**src/rtl/core/gtsa_pkg.sv**
```systemverilog
`timescale 1ns / 1ps
`default_nettype none

package gtsa_pkg;

   localparam int SLOT_COUNT  = 1024;
   localparam int SLOT_W      = $clog2(SLOT_COUNT);
   localparam int PAGE_BYTES  = 4096;
   localparam int PAGE_BITS   = $clog2(PAGE_BYTES);
   // a slot is a writable page plus a guard page
   localparam int STRIDE_BITS = PAGE_BITS + 1;
   localparam int ADDR_W      = 48;
   localparam int SIZE_W      = 16;
   localparam int COUNT_W     = $clog2(SLOT_COUNT + 1);

   localparam logic CMD_ALLOC = 1'b0;
   localparam logic CMD_FREE  = 1'b1;

   // classified request, as it travels from the front to the back
   typedef struct packed {
      logic                 is_free;
      logic                 valid;    // size or address passed its checks
      logic [SLOT_W-1:0]    slot;     // decoded slot of a free
      logic [PAGE_BITS-1:0] size;     // bytes wanted, or size implied by a free
   } job_type;

endpackage

`default_nettype wire

```
**src/rtl/core/gtsa_req_if.sv**
```systemverilog
`timescale 1ns / 1ps
`default_nettype none

interface gtsa_req_if
   import gtsa_pkg::*;
();
   logic              valid;
   logic              ready;
   logic              command;
   logic [SIZE_W-1:0] request_size;
   logic [ADDR_W-1:0] free_address;

   modport source (output valid, output command, output request_size,
                   output free_address, input ready);
   modport sink   (input valid, input command, input request_size,
                   input free_address, output ready);
endinterface

`default_nettype wire

```
**src/rtl/core/gtsa_front.sv**
```systemverilog
`timescale 1ns / 1ps
`default_nettype none

module gtsa_front
   import gtsa_pkg::*;
(
   gtsa_req_if.sink          req_chan,
   input  wire logic [ADDR_W-1:0] region_base,
   input  wire logic         clearing,
   input  wire logic         q_full,
   output logic              q_push,
   output job_type           q_job
);

   logic [ADDR_W-1:0]      offset;
   logic [STRIDE_BITS-1:0] slot_offs;
   logic                   dec_ok;

   assign req_chan.ready = !clearing && !q_full;
   assign q_push         = req_chan.valid && req_chan.ready;

   // offset into the region wraps modulo the address space
   assign offset    = req_chan.free_address - region_base;
   assign slot_offs = offset[STRIDE_BITS-1:0];
   assign dec_ok    = (offset[ADDR_W-1:STRIDE_BITS+SLOT_W] == '0)
                      && (slot_offs != '0)
                      && (slot_offs <= STRIDE_BITS'(PAGE_BYTES));

   always_comb begin
      q_job.is_free = (req_chan.command == CMD_FREE);
      if (req_chan.command == CMD_FREE) begin
         q_job.valid = dec_ok;
         q_job.slot  = offset[STRIDE_BITS+SLOT_W-1:STRIDE_BITS];
         q_job.size  = PAGE_BITS'(STRIDE_BITS'(PAGE_BYTES) - slot_offs);
      end else begin
         q_job.valid = (req_chan.request_size < SIZE_W'(PAGE_BYTES));
         q_job.slot  = '0;
         q_job.size  = req_chan.request_size[PAGE_BITS-1:0];
      end
   end

endmodule

`default_nettype wire

```
**src/flat_wrapper.sv**
```systemverilog
// flat-port wrapper written by rule: the top's interface ports become plain ports
module gtsa_front_flat import gtsa_pkg::*;
  (region_base, clearing, q_full, q_push, q_job, req_chan_valid, req_chan_command, req_chan_request_size, req_chan_free_address, req_chan_ready);
  gtsa_req_if req_chan_i ();
  input  wire logic [ADDR_W-1:0] region_base;
  input  wire logic clearing;
  input  wire logic q_full;
  output logic q_push;
  output job_type q_job;
  input wire logic [$bits(req_chan_i.valid)-1:0] req_chan_valid;
  input wire logic [$bits(req_chan_i.command)-1:0] req_chan_command;
  input wire logic [$bits(req_chan_i.request_size)-1:0] req_chan_request_size;
  input wire logic [$bits(req_chan_i.free_address)-1:0] req_chan_free_address;
  output wire logic [$bits(req_chan_i.ready)-1:0] req_chan_ready;
  assign req_chan_i.valid = req_chan_valid;
  assign req_chan_i.command = req_chan_command;
  assign req_chan_i.request_size = req_chan_request_size;
  assign req_chan_i.free_address = req_chan_free_address;
  assign req_chan_ready = req_chan_i.ready;
  gtsa_front u_core (.req_chan(req_chan_i), .region_base(region_base), .clearing(clearing), .q_full(q_full), .q_push(q_push), .q_job(q_job));
endmodule
```
**config.mk**
```make
export PLATFORM = sky130hd
export DESIGN_NAME = gtsa_front_flat
export DESIGN_NICKNAME = d
export VERILOG_FILES = /design/src/rtl/core/gtsa_pkg.sv /design/src/rtl/core/gtsa_req_if.sv /design/src/rtl/core/gtsa_front.sv /design/src/flat_wrapper.sv
export SDC_FILE = /design/constraint.sdc
export NUM_CORES = 1
export LEC_CHECK = 0
export BUFFER_PORTS_ARGS = -buffer_cell sky130_fd_sc_hd__buf_4
export CAP_MARGIN = 10
export CORE_ASPECT_RATIO = 0.9
export CORE_MARGIN = 8
export CORE_UTILIZATION = 50
export DETAILED_ROUTE_END_ITERATION = 7
export GPL_TIMING_DRIVEN = 0
export PLACE_DENSITY = 0.81
export SYNTH_ARGS = -nofsm -noshare
export SYNTH_HDL_FRONTEND = slang
export SYNTH_SLANG_ARGS = --single-unit
```
**constraint.sdc**
```tcl
create_clock -name vclk -period 4.5
set_clock_uncertainty 0.1 [all_clocks]
set_input_delay 0.45 -clock vclk [all_inputs]
set_output_delay 0.45 -clock vclk [all_outputs]
set_load 0.03 [all_outputs]
```
==> results.py <==
metrics = {
    "global_route": {
        "grt_pass1_vias": 4703,
        "antenna_found_initial": 0,
        "grt_first_pass_wirelength_um": 22400,
        "grt_usage_pct": 24.8,
        "grt_max_degree": 11,
        "overflow": 0,
    },
    "power": {
        "irDropWorstVdd_uv": 118,
        "p_per_area_nw_per_um2": 164,
        "leakagePower_uw": 0.00237,
        "fin_total_pwr_uw": 829,
    },
    "synth": {
        "syn-num-nets": 741,
        "netlist_area_um2": 3650,
        "yosysWarnings": 0,
        "yosysUniqueCellTypes": 64,
        "ys_seq_area_share_pct": 0,
        "avgSynthCellArea_um2": 6.35,
        "syn_inst": 576,
    },
    "timing": {
        "setup_viol": 0,
        "max_freq_mhz": 226,
        "min_period_ps": 4420,
        "tightest_slew_ps": 707,
        "slew_headroom_pct": 52.9,
        "hold_viol_final": 0,
        "final_max_slew_viol_count": 0,
        "finalCritPeriodShare_pct": 98.2,
        "rsz0062_at_grt": "yes",
        "hold_ws_ps": 1030,
    },
    "route": {
        "viasPerCell": 6.01,
        "drc": 0,
        "wl_per_cell_um": 17.2,
        "first_pass_iters": 5,
        "first_iter_violations": 299,
        "ant_nets": 0,
        "vias": 4883,
        "wl_um": 14000,
    },
    "clocking": {
        "cts-hold-fix-buffers": 0,
    },
    "floorplanning": {
        "io_pins": 142,
        "core-area_um2": 7080,
        "rows": 29,
        "die-area_um2": 10300,
        "floorplan.initialDensity_pct": 51.7,
        "fp.dieW_um": 106,
        "die_y_um": 97.1,
    },
    "setup_path": {
        "path_delay_family": "compound AO/OA/AOI/OAI gates",
        "crit_chain": "buf_4 -> ha_1 -> clkbuf_1 -> a21oi_2 -> o21ai_1 -> a32oi_1 -> and2_1 -> nand2_2 -> a21bo_4 -> a311o_1 -> a2111oi_4 -> nand4_1 -> or4_4 -> o21ai_2 -> buf_6",
        "crit_start": "req_chan_free_address[12]",
        "required_ps": 3950,
        "start_kind": "input port",
        "critPathKind": "input port to output pin",
        "cp.buffers_inverters": 3,
        "critical_path_depth": 15,
        "cpPeakStageDelay_ps": 520,
        "endpoint_kind": "output pin",
        "cp.arrival_ps": 3870,
        "cp_slowest_cell": "or4_4",
        "cp_max_fo": 7,
    },
    "flow_run": {
        "drv_cap": 0,
    },
    "finish": {
        "n_fill_cell": 608,
        "seq_cells": 0,
        "multi_input_area_um2": 3510,
        "antenna_cells": 0,
        "final_core_util_pct": 71.6,
        "ff_latch_area_um2": 0,
        "design_area_um2": 5060,
        "fin_nets": 887,
        "drive_above_1_share_pct": 28.5,
        "finalNonFillerCells": 813,
        "synthToLayoutAreaGrowth_pct": 38.6,
        "clockBufferCount": 0,
    },
    "placement": {
        "hpwl_um": 11500,
        "dpl-instance-area_um2": 4830,
        "place.gp.congestion": 0.946,
        "dp.cells": 810,
        "io_buffers": 141,
    },
    "min_path": {
        "hold_start": "req_chan_command",
        "worstHoldPathCells": 2,
        "hold_class": "input port to output pin",
    },
    "outcome": {
        "run_status": "finished, final reports clean",
    },
}
## cell usage after synthesis (5+ instances only)
master	count	share of area, %
o21ai_0	30	4.1
xnor2_1	24	5.8
a211oi_1	6	1.2
and2_1	13	2.2
xor2_1	16	3.8
and3_1	8	1.4
buf_2	5	0.68
o21ai_1	9	1.2
a31oi_1	9	1.5
nor3_1	16	2.2
clkbuf_1	17	1.7
nor2b_1	7	1.2
nand3_1	14	1.9
nand2_1	61	6.3
o211ai_1	9	1.8
a21o_1	9	1.8
mux2_2	10	3.1
ha_1	48	16
a21oi_1	57	7.8
o31ai_1	5	1.0
nor2_1	48	4.9
o21a_1	7	1.4
nand2b_1	6	1.0
nand4_1	14	2.4
inv_1	62	6.4
or3_1	5	0.86
## final timing paths
path | to | slack [ps]
hold / removal | q_job[23] | 1030
setup / recovery | q_job[22] | 80
## power breakdown
| group | internal, uW | total, uW | switching, uW |
|---|---|---|---|
| sequential | 0 | 0 | 0 |
| combinational | 350 | 829 | 479 |
| clock | 0 | 0 | 0 |
## placed cells by master, fill, tap and decap left out, types with 6 or more instances in the layout
master	n
inv_1	60
a211oi_1	6
xor2_1	14
clkbuf_1	11
o21a_1	7
nand3_1	14
a21o_1	9
nand2b_1	6
nand4_1	14
o211ai_1	9
nor2_1	47
xnor2_1	24
a21oi_1	55
nor2b_1	7
o21ai_0	29
and3_1	8
a31oi_1	7
o21ai_1	9
mux2_2	10
and2_1	13
ha_1	45
nor3_1	14
nand2_1	61
buf_4	149
## metal layers
layer / up-vias / track usage [%] / routed length [um]
li1: 2371 / - / -
met1: 2223 / 32.4 / 5940
met2: 256 / 41.2 / 6540
met3: 33 / 3.71 / 1230
met4: 0 / 6.38 / 285
met5: - / 0 / 0
## final cells by class
class	instances	area share (%)
well taps	93	2.30
multi-input cells	491	69.3
plain buffers	17	1.46
repair buffers	150	22.4
inverters	62	4.59
## stage by stage
stage	setup slack [ps]	TNS, ps
6_report	82.2	0
5_1_grt	-86.9	-86.9
4_1_cts	6.09	0
3_5_place_dp	-353	-353
3_3_place_gp	-298	-298
2_1_floorplan	436	0
## timing repair
action                     CTS  global route
setup endpoints to repair    1             1
buffers inserted             7             2
resized for setup            7            28
pin swaps                    9            14
hold endpoints to repair     0             0
cloned                       0             0
## cell families (layout without fill, tap and decap cells)
kind of cell / Yosys count / after routing / share of synthesized area [%]
fa+ha+maj: 49 / 49 / 17.0
xor+xnor: 40 / 40 / 9.59
buf+inv: 85 / 229 / 9.00
simple gates: 211 / 211 / 28.5
compound gates: 177 / 177 / 31.8
mux: 14 / 14 / 4.18
(Power assumes the default switching activity.)
