==> config.mk <==
export PLATFORM = sky130hd
export DESIGN_NAME = gtsa_queue
export DESIGN_NICKNAME = d
export VERILOG_FILES = /design/src/rtl/core/gtsa_pkg.sv /design/src/rtl/core/gtsa_queue.sv
export SDC_FILE = /design/constraint.sdc
export NUM_CORES = 1
export LEC_CHECK = 0
export BUFFER_PORTS_ARGS = -buffer_cell sky130_fd_sc_hd__buf_4
export CAP_MARGIN = 20
export CORE_MARGIN = 1.5
export CORE_UTILIZATION = 46
export CTS_CLUSTER_DIAMETER = 30
export DETAILED_ROUTE_END_ITERATION = 16
export PLACE_DENSITY = 0.71
export REMOVE_ABC_BUFFERS = 1
export SYNTH_ARGS = -nofsm -noshare
export SYNTH_HDL_FRONTEND = slang
export SYNTH_SLANG_ARGS = --single-unit
export TNS_END_PERCENT = 20
==> constraint.sdc <==
create_clock -name clock -period 1.8 [get_ports clock]
set_clock_uncertainty 0.05 [all_clocks]
set_input_delay 0.27 -clock clock [delete_from_list [all_inputs] [get_ports clock]]
set_output_delay 0.27 -clock clock [all_outputs]
set_load 0.05 [all_outputs]
==> src/rtl/core/gtsa_pkg.sv <==
`timescale 1ns / 1ps
`default_nettype none

package gtsa_pkg;

   localparam int SLOT_COUNT  = 1024;
   localparam int SLOT_W      = $clog2(SLOT_COUNT);
   localparam int PAGE_BYTES  = 4096;
   localparam int PAGE_BITS   = $clog2(PAGE_BYTES);
   // a slot is a writable page plus a guard page
   localparam int STRIDE_BITS = PAGE_BITS + 1;
   localparam int ADDR_W      = 48;
   localparam int SIZE_W      = 16;
   localparam int COUNT_W     = $clog2(SLOT_COUNT + 1);

   localparam logic CMD_ALLOC = 1'b0;
   localparam logic CMD_FREE  = 1'b1;

   // classified request, as it travels from the front to the back
   typedef struct packed {
      logic                 is_free;
      logic                 valid;    // size or address passed its checks
      logic [SLOT_W-1:0]    slot;     // decoded slot of a free
      logic [PAGE_BITS-1:0] size;     // bytes wanted, or size implied by a free
   } job_type;

endpackage

`default_nettype wire

==> src/rtl/core/gtsa_queue.sv <==
`timescale 1ns / 1ps
`default_nettype none

module gtsa_queue
   import gtsa_pkg::*;
(
   input  wire logic    clock,
   input  wire logic    reset,
   input  wire logic    push,
   input  wire job_type push_job,
   output logic         full,
   input  wire logic    pop,
   output logic         pop_valid,
   output job_type      pop_job
);

   job_type    entry_ff [2];
   logic       wr_ptr_ff, rd_ptr_ff;
   logic [1:0] cnt_ff, cnt_in;

   assign full      = (cnt_ff == 2'd2);
   assign pop_valid = (cnt_ff != 2'd0);
   assign pop_job   = entry_ff[rd_ptr_ff];

   always_comb begin
      cnt_in = cnt_ff;
      if (push && !pop)
         cnt_in = cnt_ff + 2'd1;
      else if (pop && !push)
         cnt_in = cnt_ff - 2'd1;
   end

   always_ff @(posedge clock) begin
      if (reset) begin
         wr_ptr_ff <= 1'b0;
         rd_ptr_ff <= 1'b0;
         cnt_ff    <= 2'd0;
      end else begin
         cnt_ff <= cnt_in;
         if (push)
            wr_ptr_ff <= !wr_ptr_ff;
         if (pop)
            rd_ptr_ff <= !rd_ptr_ff;
      end
   end

   always_ff @(posedge clock) begin
      if (push)
         entry_ff[wr_ptr_ff] <= push_job;
   end

endmodule

`default_nettype wire

==> results of run 1 <==
## sequential cells by signal, indices dropped and copies added, names as in the netlist, named ones only
name       count
rd_ptr_ff      1
wr_ptr_ff      1
entry_ff      48
cnt_ff         2
## area by class of cell
type                    count  area [µm²]  area share
repair buffers             59       446.7      0.1754
clock inverters             3       43.79     0.01720
inverters                   1       3.754    0.001474
well taps                  50       62.56     0.02457
flip-flops and latches     53        1541      0.6054
clock buffers               5       68.82     0.02703
multi-input cells          40       379.1      0.1489
## where the power goes
part,internal [mW],switching (mW),leakage (nW)
clock network,0.416,0.359,0.0585
registers,1.43,0.0239,0.492
logic,0.218,0.367,0.433
## kinds of logic after synthesis
group | after synthesis
mux | 24
fa+ha+maj | 1
simple gates | 9
compound gates | 2
flops | 53
buf+inv | 4
xor+xnor | 4
## cell usage in the layout, fill, tap and decap left out
cell	count
xor2_1	2
ha_1	1
or3_1	1
bufinv_16	1
xnor2_1	2
and2b_2	1
inv_6	1
clkbuf_8	5
and2_1	1
mux2_2	24
clkinv_2	1
buf_6	1
a21oi_1	1
inv_1	1
nor2_1	4
edfxtp_1	48
dfxtp_1	5
o21ai_0	1
or2_2	1
nor2b_2	1
buf_4	58
## metal layers
layer,up-vias,wire (µm),global-route usage,part of all wire
met3,6,178,0.03618,0.060
met1,481,1163,0.1501,0.39
met2,34,1552,0.2354,0.53
met5,-,0,0,0
li1,493,-,-,-
met4,0,59,0.08250,0.020
## worst max-delay path by stage
stage,from,end,slack [ns],depth (start not counted)
2_1_floorplan,wr_ptr_ff$_SDFFE_PP0P_,entry_ff[0][0]$_DFFE_PP_,-0.07,1
3_3_place_gp,flip-flop,pop_job[11],0.36,3
3_5_place_dp,flip-flop,pop_job[21],0.37,3
4_1_cts,flip-flop,pop_job[19],0.01,3
5_1_grt,flip-flop,pop_job[16],0.02,3
6_report,flip-flop,pop_job[21],0.08,3
## stage by stage
| step | utilization | power (mW) | hold slack, ns | worst slack [ns] |
|---|---|---|---|---|
| final | 0.6320 | 2.813 | 0.09804 | 0.07895 |
| after global routing | 0.6320 | 2.926 | 0.07850 | 0.01527 |
| after CTS | 0.6311 | 2.839 | 0.09112 | 0.01338 |
| after detailed placement | 0.6031 | 2.069 | 0.4075 | 0.3661 |
| after global placement | 0.6031 | 2.058 | 0.4052 | 0.3635 |
| after floorplan | - | 1.865 | 0.2891 | -0.07373 |
==> impl_metrics.toml, run 1 <==
[global_routing]
grt_pass1_wl_um = 4353
gr-usage-all-layers = 0.1365
grt_max_degree = 18
grt_overflow = 0
antenna_found_initial = 0
grt_pass1_vias = 978

[placement]
io_buffer_count = 53
dp_hpwl_um = 2161
place_congestion = 0.6657
dp.cells = 203
post_dp_cell_area_um2 = 2430

[drt]
drtIter0Drc = 47
wl_per_cell_um = 14.00
ant_nets = 0
vias_per_cell = 4.806
dr_total_vias = 1014
drt_first_pass_iters = 3
routed_wl_um = 2954
drc = 0

[yosys]
synth-async-reset-ratio = 0
syn_area_per_cell_um2 = 20.02
muxShareOfSynthArea = 0.1392
synthCells = 97
synth_commonest_cells = "edfxtp_1, mux2_2, dfxtp_1, nor2_1"
yosysSeqAreaShare = 0.7938
yosysMostFrequentCell = "edfxtp_1"
synth_edf_count = 48
ys_types = 17
synth-simple-area-share = 0.02513
yosys.area_share.xor_xnor = 0.01804
ys.flop_type = "edfxtp_1"
synth_top_family_by_area = "multiplexers"
synth_area_leader_cell = "edfxtp_1"
synth_compound_area_frac = 0.005155
synthAdderAreaFrac = 0.006443
synth_top_area_frac = 0.7423
syn_area_um2 = 1942
synth_warnings = 0
synth.area.top_cells = "edfxtp_1, mux2_2, dfxtp_1"
synth-seq-cells = 53

[layout]
fin_area_um2 = 2546
syn2layout_area_growth_pct = 31.12
finalNetCount = 189
drive_gt1_frac = 0.5839
n_antenna_cell = 0
fin_cells = 211
fillers = 287

[clock_tree]
cts.path.max_buffers = 2
cts_made_buffers = 5
cts_hold_buffers = 0
cts.sinks = 53
cts_setup_buffers = 0
clkTransAtPathRegs_ns = 0.09
clkLatencyLatePin_ns = 0.30
cts_tree = "done"
htreeDepth = 2
post_cts_resized = 0
root_buffer = "clkbuf_8"

[die]
rows = 23
core_um2 = 4029
io_pins = 54
start_util = 0.4820
die_w_um = 67.97
die_h_um = 67.97
die_area_um2 = 4620

[sta]
hold_violations = 0
worst_slew_pin_slew_ns = 0.2169
setup_viol = 0
tns_ns = 0
rsz0062_at_grt = "no"
min_period_over_period = 0.9561
min_period_ns = 1.721
fmax_ghz = 0.5810
drv_slew = 0
max_slew_margin = 0.8554

[hold_path]
min_to = "entry_ff[0][14]$_DFFE_PP_"
worstHoldPathType = "in2reg"
holdPathStages = 1
min-delay-start = "push_job[14]"

[worst_setup_path]
endpoint_kind = "output pin"
cp_data_arrival_time_ns = 1.40
reg2reg_slack_ns = 0.64
path_cells = "buf_6 -> mux2_2 -> buf_4"
cp_slowest_stage_delay_ns = 0.36
r2r-end = "entry_ff[1][16]$_DFFE_PP_"
worstSetupPathType = "reg2out"
cp-start-kind = "flip-flop"
worstPathRequired_ns = 1.48
worst-path-buf-inv = 2
rr_startpoint = "wr_ptr_ff$_SDFFE_PP0P_"
critical-path-top-delay-family = "buffers and inverters"
r2r.worst_path.cells = 2
slowest_stage = "mux2_2"
worst-path-max-fanout = 16

[power_and_ir_drop]
p_leak_nw = 0.9836
power.density_nw_per_um2 = 1105
vdd_drop_max_mv = 0.6783

[run]
drv_cap = 0

[run_status]
status = "finished, final reports clean"
(Power assumes the default switching activity.)
==> inputs of run 2 (changes only) <==
Clock period 1.8 ns to 1.4 ns, I/O delays scaled along.
==> run 2 against run 1 <==
  * Largest power group unchanged
  * Via count stayed put
  * Non-clock buffer count increased by 1
  * Hold slack got worse by 0.056 ns
  * First-iteration DRC count rose by 47%
  * Count of clock-buffer cells in the layout is 1 higher
  * The run now ends with setup timing left
==> impl_metrics.toml, run 2 (synthesis results as in run 1) <==
[run_status]
status = "finished, violations left"
violations = "setup timing"

[worst_setup_path]
worst-path-max-fanout = 9
cp-start-kind = "flip-flop"
critical-path-top-delay-family = "flip-flops"
r2r.worst_path.cells = 2
endpoint_kind = "output pin"
worstPathRequired_ns = 1.14
slowest_stage = "dfxtp_4"
cp.depth = 3
cp_slowest_stage_delay_ns = 0.40
worstSetupPathType = "reg2out"
path_cells = "buf_8 -> mux2_2 -> buf_6"
worst-path-buf-inv = 2
cp_data_arrival_time_ns = 1.34

[layout]
drive_gt1_frac = 0.5864
layout_common_cells = "edfxtp_1, buf_4, buf_6"
regMostFlops = "entry_ff"
largest_reg_flops = 48
top_regs = "entry_ff (48), cnt_ff (2)"
final_util = 0.6652
n_antenna_cell = 0
syn2layout_area_growth_pct = 38.02
fin_cells = 212
final_common_cell = "edfxtp_1"
fin_area_um2 = 2680
finalNetCount = 190

[die]
die_area_um2 = 4620
rows = 23
core_um2 = 4029
die_h_um = 67.97
die_w_um = 67.97
start_util = 0.4820
io_pins = 54

[power_and_ir_drop]
power_mw = 3.689
vdd_drop_max_mv = 0.8535
power.density_nw_per_um2 = 1376
p_leak_nw = 1.031

[clock_tree]
clkTransAtPathRegs_ns = 0.09
htreeDepth = 2
root_buffer = "clkbuf_8"
cts.path.max_buffers = 2
cts_made_buffers = 5
clkLatencyLatePin_ns = 0.29
cts.sinks = 53
cts_hold_buffers = 0
cts_tree = "done"
cts_setup_buffers = 0

[sta]
worst_slew_pin_slew_ns = 0.2054
drv_slew = 0
fmax_ghz = 0.6238
hold_violations = 0
min_period_over_period = 1.145
setup_slack_ns = -0.2031
min_period_ns = 1.603
max_slew_margin = 0.8630
setup_viol = 24
rsz0062_at_grt = "yes"

[hold_path]
worstHoldPathType = "in2reg"
holdPathStages = 1

[drt]
ant_nets = 0
vias_per_cell = 4.783
dr_total_vias = 1014
drt_first_pass_iters = 2
drc = 0
wl_per_cell_um = 15.07
routed_wl_um = 3195
drtIter0Drc = 69

[placement]
post_dp_cell_area_um2 = 2430
io_buffer_count = 53
dp_hpwl_um = 2225
place_congestion = 0.6657
dp.cells = 203

[global_routing]
grt_overflow = 0
grt_pass1_wl_um = 4823
grt_max_degree = 16
gr-usage-all-layers = 0.1545
antenna_found_initial = 0
grt_pass1_vias = 1025

[run]
drv_cap = 0
## run 2: cell types whose count changed in the layout (fill, tap and decap cells not counted), sizes merged
cell | previous run | this run
clkbuf | 5 | 6
inv | 2 | 1
buf | 59 | 60
## run 2: stage by stage
stage	worst slack (ns)	hold slack (ns)	TNS, ns
2_1_floorplan	-0.4737	0.2291	-15.82
3_3_place_gp	0.04158	0.3453	0
3_5_place_dp	0.03649	0.3477	0
4_1_cts	-0.2145	0.03355	-4.837
5_1_grt	-0.2505	0.02940	-5.654
6_report	-0.2031	0.04167	-4.541
## run 2: cell type report
cell class,count,area (µm²)
flip-flops and latches,53,1546
fillers,301,1349
repair buffers,60,574.3
multi-input cells,40,386.6
clock buffers,6,72.57
well taps,50,62.56
clock inverters,2,33.78
inverters,1,3.754
## run 2: timing repair
action                     4_1_cts  5_1_grt
setup endpoints to repair       24       26
gates resized for setup         35        4
gates cloned                     1        0
## run 2: worst reg2reg max path, cell delays in order, from the launching register on
cell     delay, ns
dfxtp_1       0.39
and2_1        0.18
buf_4         0.24
## run 2: path summary, 6_finish.rpt
check                         start                  endpoint  slack [ns]
max                       flip-flop               pop_job[19]       -0.20
min reg2reg  cnt_ff[1]$_SDFFE_PP0P_    cnt_ff[1]$_SDFFE_PP0P_        0.47
max reg2reg  wr_ptr_ff$_SDFFE_PP0P_  entry_ff[1][9]$_DFFE_PP_        0.23
min                     push_job[5]  entry_ff[1][5]$_DFFE_PP_        0.04
## run 2: per-layer routing
metal / track usage / share of wire / vias to the layer above
met5: 0 / 0 / -
met1: 0.1685 / 0.40 / 481
met4: 0.06000 / 0.013 / 0
li1: - / - / 494
met2: 0.2731 / 0.53 / 34
met3: 0.05592 / 0.059 / 5
## run 2: power breakdown
group,internal [mW],switching (mW),leakage (nW)
Combinational,0.355,0.492,0.485
Sequential,1.84,0.0381,0.493
Clock,0.527,0.438,0.0528
